### src/rtl/iff_pkg.sv
// integer field formatter package: port widths, conversion kind codes,
// ascii constants and the digit-to-character helper
// no dependencies
package iff_pkg;

  localparam int MAX_WIDTH_DEF = 64;
  localparam int ARG_W         = 64;
  localparam int DEC_DIGITS    = 20;
  localparam int HEX_DIGITS    = 16;
  localparam int DIG_W         = 4 * DEC_DIGITS;
  localparam int NDIG_W        = $clog2(DEC_DIGITS + 1);
  localparam int FW_W          = 7;
  localparam int S_TDATA_W     = 72;
  localparam int S_TUSER_W     = 5;
  localparam int CH_W          = 8;

  localparam logic [2:0] CMD_CHAR = 3'd0;
  localparam logic [2:0] CMD_SDEC = 3'd1;
  localparam logic [2:0] CMD_UDEC = 3'd2;
  localparam logic [2:0] CMD_HEX  = 3'd3;
  localparam logic [2:0] CMD_PTR  = 3'd4;

  localparam logic [7:0] ASC_SPACE = 8'h20;
  localparam logic [7:0] ASC_MINUS = 8'h2d;
  localparam logic [7:0] ASC_ZERO  = 8'h30;
  localparam logic [7:0] ASC_X     = 8'h78;
  localparam logic [7:0] ASC_A     = 8'h61;

  function automatic logic [7:0] digit_ascii(input logic [3:0] d);
    logic [7:0] r;
    if (d < 4'd10) begin
      r = ASC_ZERO + {4'b0, d};
    end else begin
      r = ASC_A + {4'b0, d} - 8'd10;
    end
    return r;
  endfunction

endpackage

### src/rtl/integer_field_formatter.sv
// integer field formatter top level: bit-serial binary to decimal,
// leading-zero strip and one character per transaction out
// depends on iff_pkg
//
// channel | dir | tdata                                  | tuser            | tlast
// s_*     | in  | arg_value, field_width, zero_pad       | cmd, long_count  | -
// m_*     | out | ch                                     | -                | last
//
// decimal: accept, a shift-and-adjust loop over the argument, strip shifts of leading zero
// digits and a count step, then one character per cycle unless m_tready stalls the output;
// hex and pointer skip the conversion; character kind: a strip step, then output
// the shift-and-adjust loop sets the decimal latency, the output width the rest
// synchronous active-high reset clears the state machine and the output valid
// a stall on m_tready holds the character register and the output sequence
module integer_field_formatter #(
  parameter int MAX_WIDTH = iff_pkg::MAX_WIDTH_DEF
) (
  input  logic                           clk,
  input  logic                           rst,
  input  logic                           s_tvalid,
  output logic                           s_tready,
  input  logic [iff_pkg::S_TDATA_W-1:0]  s_tdata,  // arg_value[63:0], field_width[70:64], zero_pad[71]
  input  logic [iff_pkg::S_TUSER_W-1:0]  s_tuser,  // cmd[2:0], long_count[4:3]
  output logic                           m_tvalid,
  input  logic                           m_tready,
  output logic [iff_pkg::CH_W-1:0]       m_tdata,  // ch[7:0]
  output logic                           m_tlast
);
  import iff_pkg::*;

  localparam int CW = $clog2(MAX_WIDTH + 1);

  typedef enum logic [3:0] {
    S_IDLE  = 4'b0001,
    S_CONV  = 4'b0010,
    S_STRIP = 4'b0100,
    S_OUT   = 4'b1000
  } state_t;

  state_t            state;
  state_t            state_next;
  logic [ARG_W-1:0]  sv;
  logic [DIG_W-1:0]  dig;
  logic [DIG_W-1:0]  dab;
  logic [5:0]        bit_cnt;
  logic [NDIG_W-1:0] ndig;
  logic [15:0]       pre;
  logic [1:0]        pre_cnt;
  logic [7:0]        pad_char;
  logic [CW-1:0]     wid;
  logic [CW-1:0]     tot_cnt;
  logic [CW-1:0]     pad_cnt;

  logic [ARG_W-1:0]  arg;
  logic [FW_W-1:0]   fw;
  logic              zp;
  logic [2:0]        cmd;
  logic [1:0]        lc;
  logic              lc0;
  logic [ARG_W-1:0]  cut;
  logic [ARG_W-1:0]  ext;
  logic              neg;
  logic [ARG_W-1:0]  mag;
  logic [CW-1:0]     fw_sat;

  logic              take;
  logic              strip_shift;
  logic [CW-1:0]     len_w;
  logic              load_out;
  logic [7:0]        ch_next;

  assign arg = s_tdata[63:0];
  assign fw  = s_tdata[70:64];
  assign zp  = s_tdata[71];
  assign cmd = s_tuser[2:0];
  assign lc  = s_tuser[4:3];

  assign s_tready = (state == S_IDLE);
  assign take     = s_tvalid && s_tready;

  // argument cut, sign extension and magnitude
  always_comb begin
    lc0    = (lc == 2'd0);
    cut    = (cmd != CMD_PTR && lc0) ? {32'b0, arg[31:0]} : arg;
    ext    = (cmd == CMD_SDEC && lc0) ? {{32{arg[31]}}, arg[31:0]} : cut;
    neg    = (cmd == CMD_SDEC) && ext[ARG_W-1];
    mag    = neg ? (ARG_W'(0) - ext) : ext;
    fw_sat = (fw > FW_W'(MAX_WIDTH)) ? CW'(MAX_WIDTH) : CW'(fw);
  end

  // add-3 correction on every bcd digit
  always_comb begin
    for (int i = 0; i < DEC_DIGITS; i++) begin
      dab[4*i +: 4] = (dig[4*i +: 4] >= 4'd5) ? dig[4*i +: 4] + 4'd3 : dig[4*i +: 4];
    end
  end

  assign strip_shift = (ndig > NDIG_W'(1)) && (dig[DIG_W-1 -: 4] == 4'd0);
  assign len_w       = CW'(ndig) + CW'(pre_cnt);
  assign load_out    = (state == S_OUT) && (!m_tvalid || m_tready);

  always_comb begin
    if (pad_cnt != '0) begin
      ch_next = pad_char;
    end else if (pre_cnt != 2'd0) begin
      ch_next = pre[15:8];
    end else begin
      ch_next = digit_ascii(dig[DIG_W-1 -: 4]);
    end
  end

  always_comb begin
    state_next = state;
    case (state)
      S_IDLE: begin
        if (take) begin
          case (cmd)
            CMD_CHAR, CMD_HEX, CMD_PTR: state_next = S_STRIP;
            CMD_SDEC, CMD_UDEC:         state_next = S_CONV;
            default:                    state_next = S_IDLE;
          endcase
        end
      end
      S_CONV: begin
        if (bit_cnt == 6'd63) begin
          state_next = S_STRIP;
        end
      end
      S_STRIP: begin
        if (!strip_shift) begin
          state_next = (wid == '0 && len_w == '0) ? S_IDLE : S_OUT;
        end
      end
      S_OUT: begin
        if (load_out && tot_cnt == CW'(1)) begin
          state_next = S_IDLE;
        end
      end
      default: state_next = S_IDLE;
    endcase
  end

  always_ff @(posedge clk) begin
    if (rst) begin
      state    <= S_IDLE;
      m_tvalid <= 1'b0;
    end else begin
      state <= state_next;
      if (load_out) begin
        m_tvalid <= 1'b1;
      end else if (m_tready) begin
        m_tvalid <= 1'b0;
      end
    end
  end

  always_ff @(posedge clk) begin
    case (state)
      S_IDLE: begin
        if (take) begin
          pad_char <= zp ? ASC_ZERO : ASC_SPACE;
          wid      <= fw_sat;
          bit_cnt  <= 6'd0;
          case (cmd)
            CMD_CHAR: begin
              ndig    <= '0;
              pre     <= {arg[7:0], 8'h00};
              pre_cnt <= {1'b0, (arg[7:0] != 8'h00)};
            end
            CMD_SDEC, CMD_UDEC: begin
              sv      <= mag;
              dig     <= '0;
              ndig    <= NDIG_W'(DEC_DIGITS);
              pre     <= {ASC_MINUS, 8'h00};
              pre_cnt <= {1'b0, neg};
            end
            CMD_HEX: begin
              dig     <= {cut, 16'h0000};
              ndig    <= NDIG_W'(HEX_DIGITS);
              pre_cnt <= 2'd0;
            end
            CMD_PTR: begin
              dig     <= {arg, 16'h0000};
              ndig    <= NDIG_W'(HEX_DIGITS);
              pre     <= {ASC_ZERO, ASC_X};
              pre_cnt <= 2'd2;
            end
            default: ;
          endcase
        end
      end
      S_CONV: begin
        dig     <= {dab[DIG_W-2:0], sv[ARG_W-1]};
        sv      <= {sv[ARG_W-2:0], 1'b0};
        bit_cnt <= bit_cnt + 6'd1;
      end
      S_STRIP: begin
        if (strip_shift) begin
          dig  <= {dig[DIG_W-5:0], 4'h0};
          ndig <= ndig - NDIG_W'(1);
        end else if (wid > len_w) begin
          pad_cnt <= wid - len_w;
          tot_cnt <= wid;
        end else begin
          pad_cnt <= '0;
          tot_cnt <= len_w;
        end
      end
      S_OUT: begin
        if (load_out) begin
          m_tdata <= ch_next;
          m_tlast <= (tot_cnt == CW'(1));
          tot_cnt <= tot_cnt - CW'(1);
          if (pad_cnt != '0) begin
            pad_cnt <= pad_cnt - CW'(1);
          end else if (pre_cnt != 2'd0) begin
            pre     <= {pre[7:0], 8'h00};
            pre_cnt <= pre_cnt - 2'd1;
          end else begin
            dig  <= {dig[DIG_W-5:0], 4'h0};
            ndig <= ndig - NDIG_W'(1);
          end
        end
      end
      default: ;
    endcase
  end

  // a non-final character in the output register means more are coming
  a_nonlast_busy: assert property (@(posedge clk) disable iff (rst)
    m_tvalid && !m_tlast |-> state == S_OUT)
    else $error("non-final character pending outside output phase");

  a_out_counts: assert property (@(posedge clk) disable iff (rst)
    state == S_OUT |-> (tot_cnt != '0) && (pad_cnt <= tot_cnt))
    else $error("output counters inconsistent");

  a_conv_end: assert property (@(posedge clk) disable iff (rst)
    state == S_CONV && bit_cnt == 6'd63 |=> state == S_STRIP)
    else $error("conversion did not end after 64 bits");

  a_last_ends: assert property (@(posedge clk) disable iff (rst)
    load_out && tot_cnt == CW'(1) |=> m_tvalid && m_tlast && state == S_IDLE)
    else $error("final character not marked");

endmodule

### config.mk
export PLATFORM = sky130hd
export DESIGN_NAME = integer_field_formatter
export DESIGN_NICKNAME = d
export VERILOG_FILES = /design/src/rtl/iff_pkg.sv /design/src/rtl/integer_field_formatter.sv
export SDC_FILE = /design/constraint.sdc
export NUM_CORES = 1
export LEC_CHECK = 0
export ABC_CLOCK_PERIOD_IN_PS = 5600
export BUFFER_PORTS_ARGS = -buffer_cell sky130_fd_sc_hd__buf_4
export CORE_MARGIN = 2
export CORE_UTILIZATION = 35
export DETAILED_ROUTE_END_ITERATION = 6
export PLACE_DENSITY_LB_ADDON = 0.08
export SETUP_SLACK_MARGIN = 0.1
export SKIP_CTS_REPAIR_TIMING = 1
export SLEW_MARGIN = 20
export SYNTH_ARGS = -nofsm -noshare
export SYNTH_HDL_FRONTEND = slang
export SYNTH_SLANG_ARGS = --single-unit
### constraint.sdc
create_clock -name clk -period 5.6 [get_ports clk]
set_input_delay 0 -clock clk [delete_from_list [all_inputs] [get_ports clk]]
set_output_delay 0 -clock clk [all_outputs]
set_load 0.02 [all_outputs]
After elaboration in Yosys (flattened, before gate mapping). Index checks and enable logic that the tools add are counted.

Flip-flop bits (word level): 216. Input port bits: 81. Output and inout bits: 11. Logic and storage cells: 209.

Add/subtract/negate cells: 31. $lt $le $gt $ge: 24. Equal/unequal tests: 26. Multiplexer cells: 76. Reductions and logical operators: 38.

Operators with widths (number): 80-bit 2-to-1 mux (5); 64-bit 2-to-1 mux (5); 80-bit one-hot mux with 4 select lines (1); 80-bit one-hot mux with 3 select lines (1); 64-bit one-hot mux with 2 select lines (1); 4-bit 2-to-1 mux (24); 4-bit by 3-bit >= comparator with 1-bit output, second input constant (20); 4-bit by 2-bit adder with 4-bit output, second input constant (19); 16-bit 2-to-1 mux (4); 1-bit by 64-bit subtractor with 64-bit output, first input constant (1); 7-bit 2-to-1 mux (7); 16-bit one-hot mux with 3 select lines (1); 16-bit one-hot mux with 2 select lines (1); 5-bit 2-to-1 mux (6); 5-bit one-hot mux with 3 select lines (2); 7-bit one-hot mux with 2 select lines (2); 8-bit 2-to-1 mux (3); 4-bit one-hot mux with 4 select lines (1); 7-bit logical NOT (2); 7-bit AND reduction (2); 7-bit by 1-bit subtractor with 7-bit output, second input constant (2); 2-bit inequality test, second input constant (6); 6-bit one-hot mux with 2 select lines (1); 6-bit AND reduction (2); other kinds (50) (76).

Depth between registers and ports, before layout.
Depth in word-level cells: 9. Mapped depth: 13. Gate-level depth less buffers: 11.

Worst setup path after synthesis. OpenSTA, ideal clock, no wires.

Kind: register to register. Start point: reg pad_cnt[0]. End point: reg dig[0] (enable). Setup time: 0.566 ns. Data arrival time: 5.582 ns. Required time: 5.034 ns. Path slack: -0.547 ns. Stages on the path, launching flop included: 9. Buffers on the path: 0. Clock period less this slack: 6.147 ns. Path through: edfxtp_1 > inv_1 > ha_1 > nand3_1 > or2_2 > nand2b_1 > a21oi_1 > o221ai_1 > a31oi_1.

Cells in the longest elaborated chain, start to end: 3.

RTL lines: start, declared (line integer_field_formatter.sv:52) `logic [CW-1:0] pad_cnt;`; start signal, assigned (line integer_field_formatter.sv:202) `pad_cnt <= wid - len_w;`; start signal, assigned (line integer_field_formatter.sv:215) `pad_cnt <= pad_cnt - CW'(1);`; 7-bit nonzero test (line integer_field_formatter.sv:214) `if (pad_cnt != '0) begin`; 2-bit inequality test (no source line); 7-bit AND reduction (no source line); end signal, assigned (line integer_field_formatter.sv:193) `dig <= {dab[DIG_W-2:0], sv[ARG_W-1]};`; end signal, assigned (line integer_field_formatter.sv:199) `dig <= {dig[DIG_W-5:0], 4'h0};`; end signal, assigned (line integer_field_formatter.sv:220) `dig <= {dig[DIG_W-5:0], 4'h0};`; end, declared (line integer_field_formatter.sv:43) `logic [DIG_W-1:0] dig;`.

Every way passes these cells. A chain may end at the register's enable or synchronous reset.

Worst setup path after layout.
Start point: reg ndig[0]. End point: reg tot_cnt[1], data pin.

Cells in the longest elaborated chain, start to end: 5.

RTL lines: start, declared (line integer_field_formatter.sv:46) `logic [NDIG_W-1:0] ndig;`; start signal, assigned (line integer_field_formatter.sv:173) `ndig <= NDIG_W'(DEC_DIGITS);`; start signal, assigned (line integer_field_formatter.sv:179) `ndig <= NDIG_W'(HEX_DIGITS);`; start signal, assigned (line integer_field_formatter.sv:184) `ndig <= NDIG_W'(HEX_DIGITS);`; 5-bit by 2-bit adder with 6-bit output * (line integer_field_formatter.sv:99) `assign len_w = CW'(ndig) + CW'(pre_cnt);`; 7-bit by 6-bit greater-than comparator with 1-bit output (line integer_field_formatter.sv:201) `end else if (wid > len_w) begin`; 7-bit 2-to-1 mux * (line integer_field_formatter.sv:201); 7-bit 2-to-1 mux * (line integer_field_formatter.sv:198) `if (strip_shift) begin`; 7-bit one-hot mux with 2 select lines * (line integer_field_formatter.sv:158) `case (state)`; end signal, assigned (line integer_field_formatter.sv:203) `tot_cnt <= wid;`; end signal, assigned (line integer_field_formatter.sv:206) `tot_cnt <= len_w;`; end signal, assigned (line integer_field_formatter.sv:213) `tot_cnt <= tot_cnt - CW'(1);`; end, declared (line integer_field_formatter.sv:51) `logic [CW-1:0] tot_cnt;`.

Mark *: on every way between the ends. The rest lies on a longest branch, timed or not. The select of a mux whose other input is x is not followed.

==> summary.md <==
| Metric | Value |
|---|---|
| FMAX | about 260 MHz |
| Critical R2R Launch | ndig[0]$_SDFFCE_PP0P_ |
| Layout cells sized above 1 | 11.5% |
| First-pass GRT wire length | around 60,000 um |
| CTS Buf Count | 26 |
| Yosys Warn Count | 0 |
| Fin nets | ~1,700 |
| Post-route cell area | 16,200 um^2 |
| Detailed placement HPWL | 25,800 um |
| Die Span Y | roughly 200 um |
| TritonCTS clock tree | built |
| Row cnt | about 70 |
| Top cells by area, synth | edfxtp_1, a21oi_1, ha_1 |
| Min-delay worst type | in -> reg |
| Setup violators final | 0 |
| Critical setup path kind | reg -> reg |
| RSZ-0062 raised after global routing | no |
| Post-Synthesis Cells | approximately 1,400 |
| Syn Nets | roughly 1,600 |
| Distinct cells, synth | 81 |
| Worst Hold Depth | 4 |
| Crit-path max FO | 16 |
| Number of global-route vias before repair | 10,600 |
| Io pins | between 90 and 100 |
| WP buf/inv | 1 |
| GRT Residual Overflow | 0 |
| Startpoint Class | flip-flop |
| Total routed wirelength | around 39,000 um |
| Clk_lat worst skew | 0.55 ns |
| Starting DRC count in detailed routing | approximately 640 |
| H-tree levels | 1 |
| Clock root cell | clkbuf_16 |
| Initial Utilization | approximately 36% |
| Slew Limit Fails | 0 |
| #FFs+latches synth | just over 200 |
| Power density over the cells | around 300 nW/um^2 |
| Drt drc | 0 |
| Hold_sp | s_tuser[2] |
| Largest net degree at the start of global routing | 81 |
| Die extent in x | approximately 200 um |
| Vias | 11,100 |
| Vias per Instance | 5.28 |
| Avg Inst Size Synth | 9.31 um^2 |
| Sequential Area | approximately 6000 um^2 |
| Filler cells | about 3,700 |
| Sink Count | ~200 |
| Cell leakage power | a little under 6 nW |
| Drt first pass iters | 7 |
| Non-Filler Instances | 2,111 |
| Worst Tran Pin Value | approximately 1.0 ns |
| Crit Reg-Reg Endpoint | tot_cnt[1]$_DFFE_PP_ |
| EDFF count, synth | a little under 200 |
| GRT Total Usage | between 10% and 20% |
| Routability cong. | between 0.7 and 0.8 |
| Max_cap viols | 0 |
| Synth Flop Type | edfxtp_1 |
| Top cell type's share of synthesized area | between 40% and 50% |
| Area grow syn2layout | 20.4% |
| Port buffer count | slightly above 90 |
| Critical path capture point type | flip-flop |
| CP max stage delay | 0.57 ns |
| Most frequent cells in the layout | edfxtp_1, nand2_1, a21oi_1 |
| Multi-input gate area | 6860 um^2 |
| DR WL/cell | 18.3 um |
| Routed Antenna Nets | 0 |
| Tcrit/Tclk final | about two thirds |
| CTS clk-pin slew, worst paths | 0.06 ns |
| Critical path cell sequence | ha_1 > fa_1 > inv_1 > ha_1 > nor2b_1 > o31a_1 > o31ai_1 > a311o_1 > a22o_1 > mux2i_1 > mux2i_1 |
| Worst vdd ir | roughly 0.21 mV |
| Initial antenna violation count | 0 |
| Post-DP Area | 14,600 um^2 |
| R2R Setup Slk | between 1.5 and 2 ns |
| Final Hold Viols | 0 |
| Minimum clock period | between 3 and 4 ns |
| Crit path DAT | about 4 ns |
| FFs w/ async S/R, synth | 0% |
| Maximum buffer depth of the clock tree | 3 |
| Most common cell after layout, fill and taps aside | edfxtp_1 |
| Placed insts | 1,988 |
| Slew margin rel. | roughly a third |
| Number of diodes | 0 |
| Final clock skew | between 0.009 and 0.01 ns |
| Mapped cell area | roughly 13,000 um^2 |
| Final setup TNS | 0 ns |
| Crit-path leading delay family | compound AO/OA/AOI/OAI gates |
| Core Area | approximately 38,000 um^2 |
| Crit-path slowest cell | fa_1 |
| Yosys top cell by area | edfxtp_1 |
| Die footprint | about 40,000 um^2 |
| Hold path endpoint | state[0]$_SDFFE_PP1P_ |
| R2R cell count | 11 |
| Worst EP required | between 5 and 6 ns |
| Sequential area share after synthesis | 44.7% |
| Outcome | completed |
[cells by family after synthesis]
| kind of cell | share of synthesized area, % |
|---|---|
| AND/OR/NAND/NOR | 17.4 |
| AO/OA/AOI/OAI | 19.8 |
| flip-flops | 44.7 |
| buffers and inverters | 4.72 |
| XOR/XNOR | 7.22 |
| adder cells (fa/ha/maj) | 5.54 |
| multiplexers | 0.669 |
[through the flow]
stage	worst slack (ns)	util, %	hold WS (ns)	power, W
after floorplan	0.827	-	0.0691	0.00288
after global placement	1.87	38.8	0.192	0.00321
after detailed placement	1.83	38.8	0.180	0.00322
after CTS	1.82	40.9	-0.390	0.00488
after global routing	1.58	42.9	0.0443	0.00515
final	1.81	42.9	0.0122	0.00486
[sequential cells by signal, indices dropped and copies added (netlist names), 2 cells and up]
name and flops:
pad_cnt 7, pre 9, state 4, tot_cnt 7
wid 7, m_tdata 8, dig 80, bit_cnt 6
pre_cnt 2, sv 64, ndig 5
[metal layers]
| layer | up-vias | part of all wire, % | track usage [%] |
|---|---|---|---|
| li1 | 5544 | - | - |
| met1 | 5323 | 48 | 27.0 |
| met2 | 226 | 46 | 30.1 |
| met5 | - | 0 | 0 |
| met3 | 49 | 4.1 | 2.62 |
| met4 | 0 | 2.1 | 4.45 |
[cell type report]
| class | count | share of cell area, % |
|---|---|---|
| Clock inverter | 11 | 0.471 |
| Tap cell | 511 | 3.95 |
| Inverter | 86 | 1.99 |
| Sequential cell | 202 | 37.1 |
| Timing Repair Buffer | 181 | 9.54 |
| Clock buffer | 37 | 4.59 |
| Multi-Input combinational cell | 1083 | 42.3 |
[how the worst max path moves through the flow]
stage                          start                   end  slack (ns)  depth (start not counted)
2_1_floorplan  state[2]$_SDFFE_PP0P_   sv[0]$_SDFFCE_PP0P_        0.83                          5
3_3_place_gp   ndig[0]$_SDFFCE_PP0P_  tot_cnt[1]$_DFFE_PP_        1.87                         11
3_5_place_dp   ndig[0]$_SDFFCE_PP0P_  tot_cnt[1]$_DFFE_PP_        1.83                         11
4_1_cts        ndig[0]$_SDFFCE_PP0P_  tot_cnt[1]$_DFFE_PP_        1.82                         11
5_1_grt        ndig[0]$_SDFFCE_PP0P_  tot_cnt[0]$_DFFE_PP_        1.58                         11
6_report       ndig[0]$_SDFFCE_PP0P_  tot_cnt[1]$_DFFE_PP_        1.81                         11
[power by group]
group | leakage, nW | total, W | switching [W] | internal (W)
Combinational | 3.66 | 0.00113 | 0.000661 | 0.000467
Sequential | 1.89 | 0.00210 | 0.000165 | 0.00194
Clock | 0.409 | 0.00163 | 0.000666 | 0.000963
Total | 5.96 | 0.00486 | 0.00149 | 0.00337
[Yosys cell counts, types with 9 or more instances]
library cell,n
a222oi_1,17
nor3_1,29
nor3b_1,21
nor2_1,126
or2_2,9
inv_1,86
o31ai_1,15
clkbuf_1,56
nand3_1,13
or3_1,10
xnor2_1,59
a21oi_1,141
ha_1,54
edfxtp_1,197
o21ai_0,125
mux2i_1,9
a22oi_1,17
xor2_1,52
o21ai_1,16
o221ai_1,15
a31oi_1,11
a221o_1,15
nand2b_1,30
buf_2,13
nand2_1,168
nor2b_1,11
[worst reg2reg max path, cell delays in order (launching register included)]
cell and delay (ns):
edfxtp_1 0.47, ha_1 0.28, fa_1 0.57, inv_1 0.10
ha_1 0.29, nor2b_1 0.15, o31a_1 0.27, o31ai_1 0.30
a311o_1 0.21, a22o_1 0.53, mux2i_1 0.26, mux2i_1 0.08
Power figures use the tool's default switching activity.
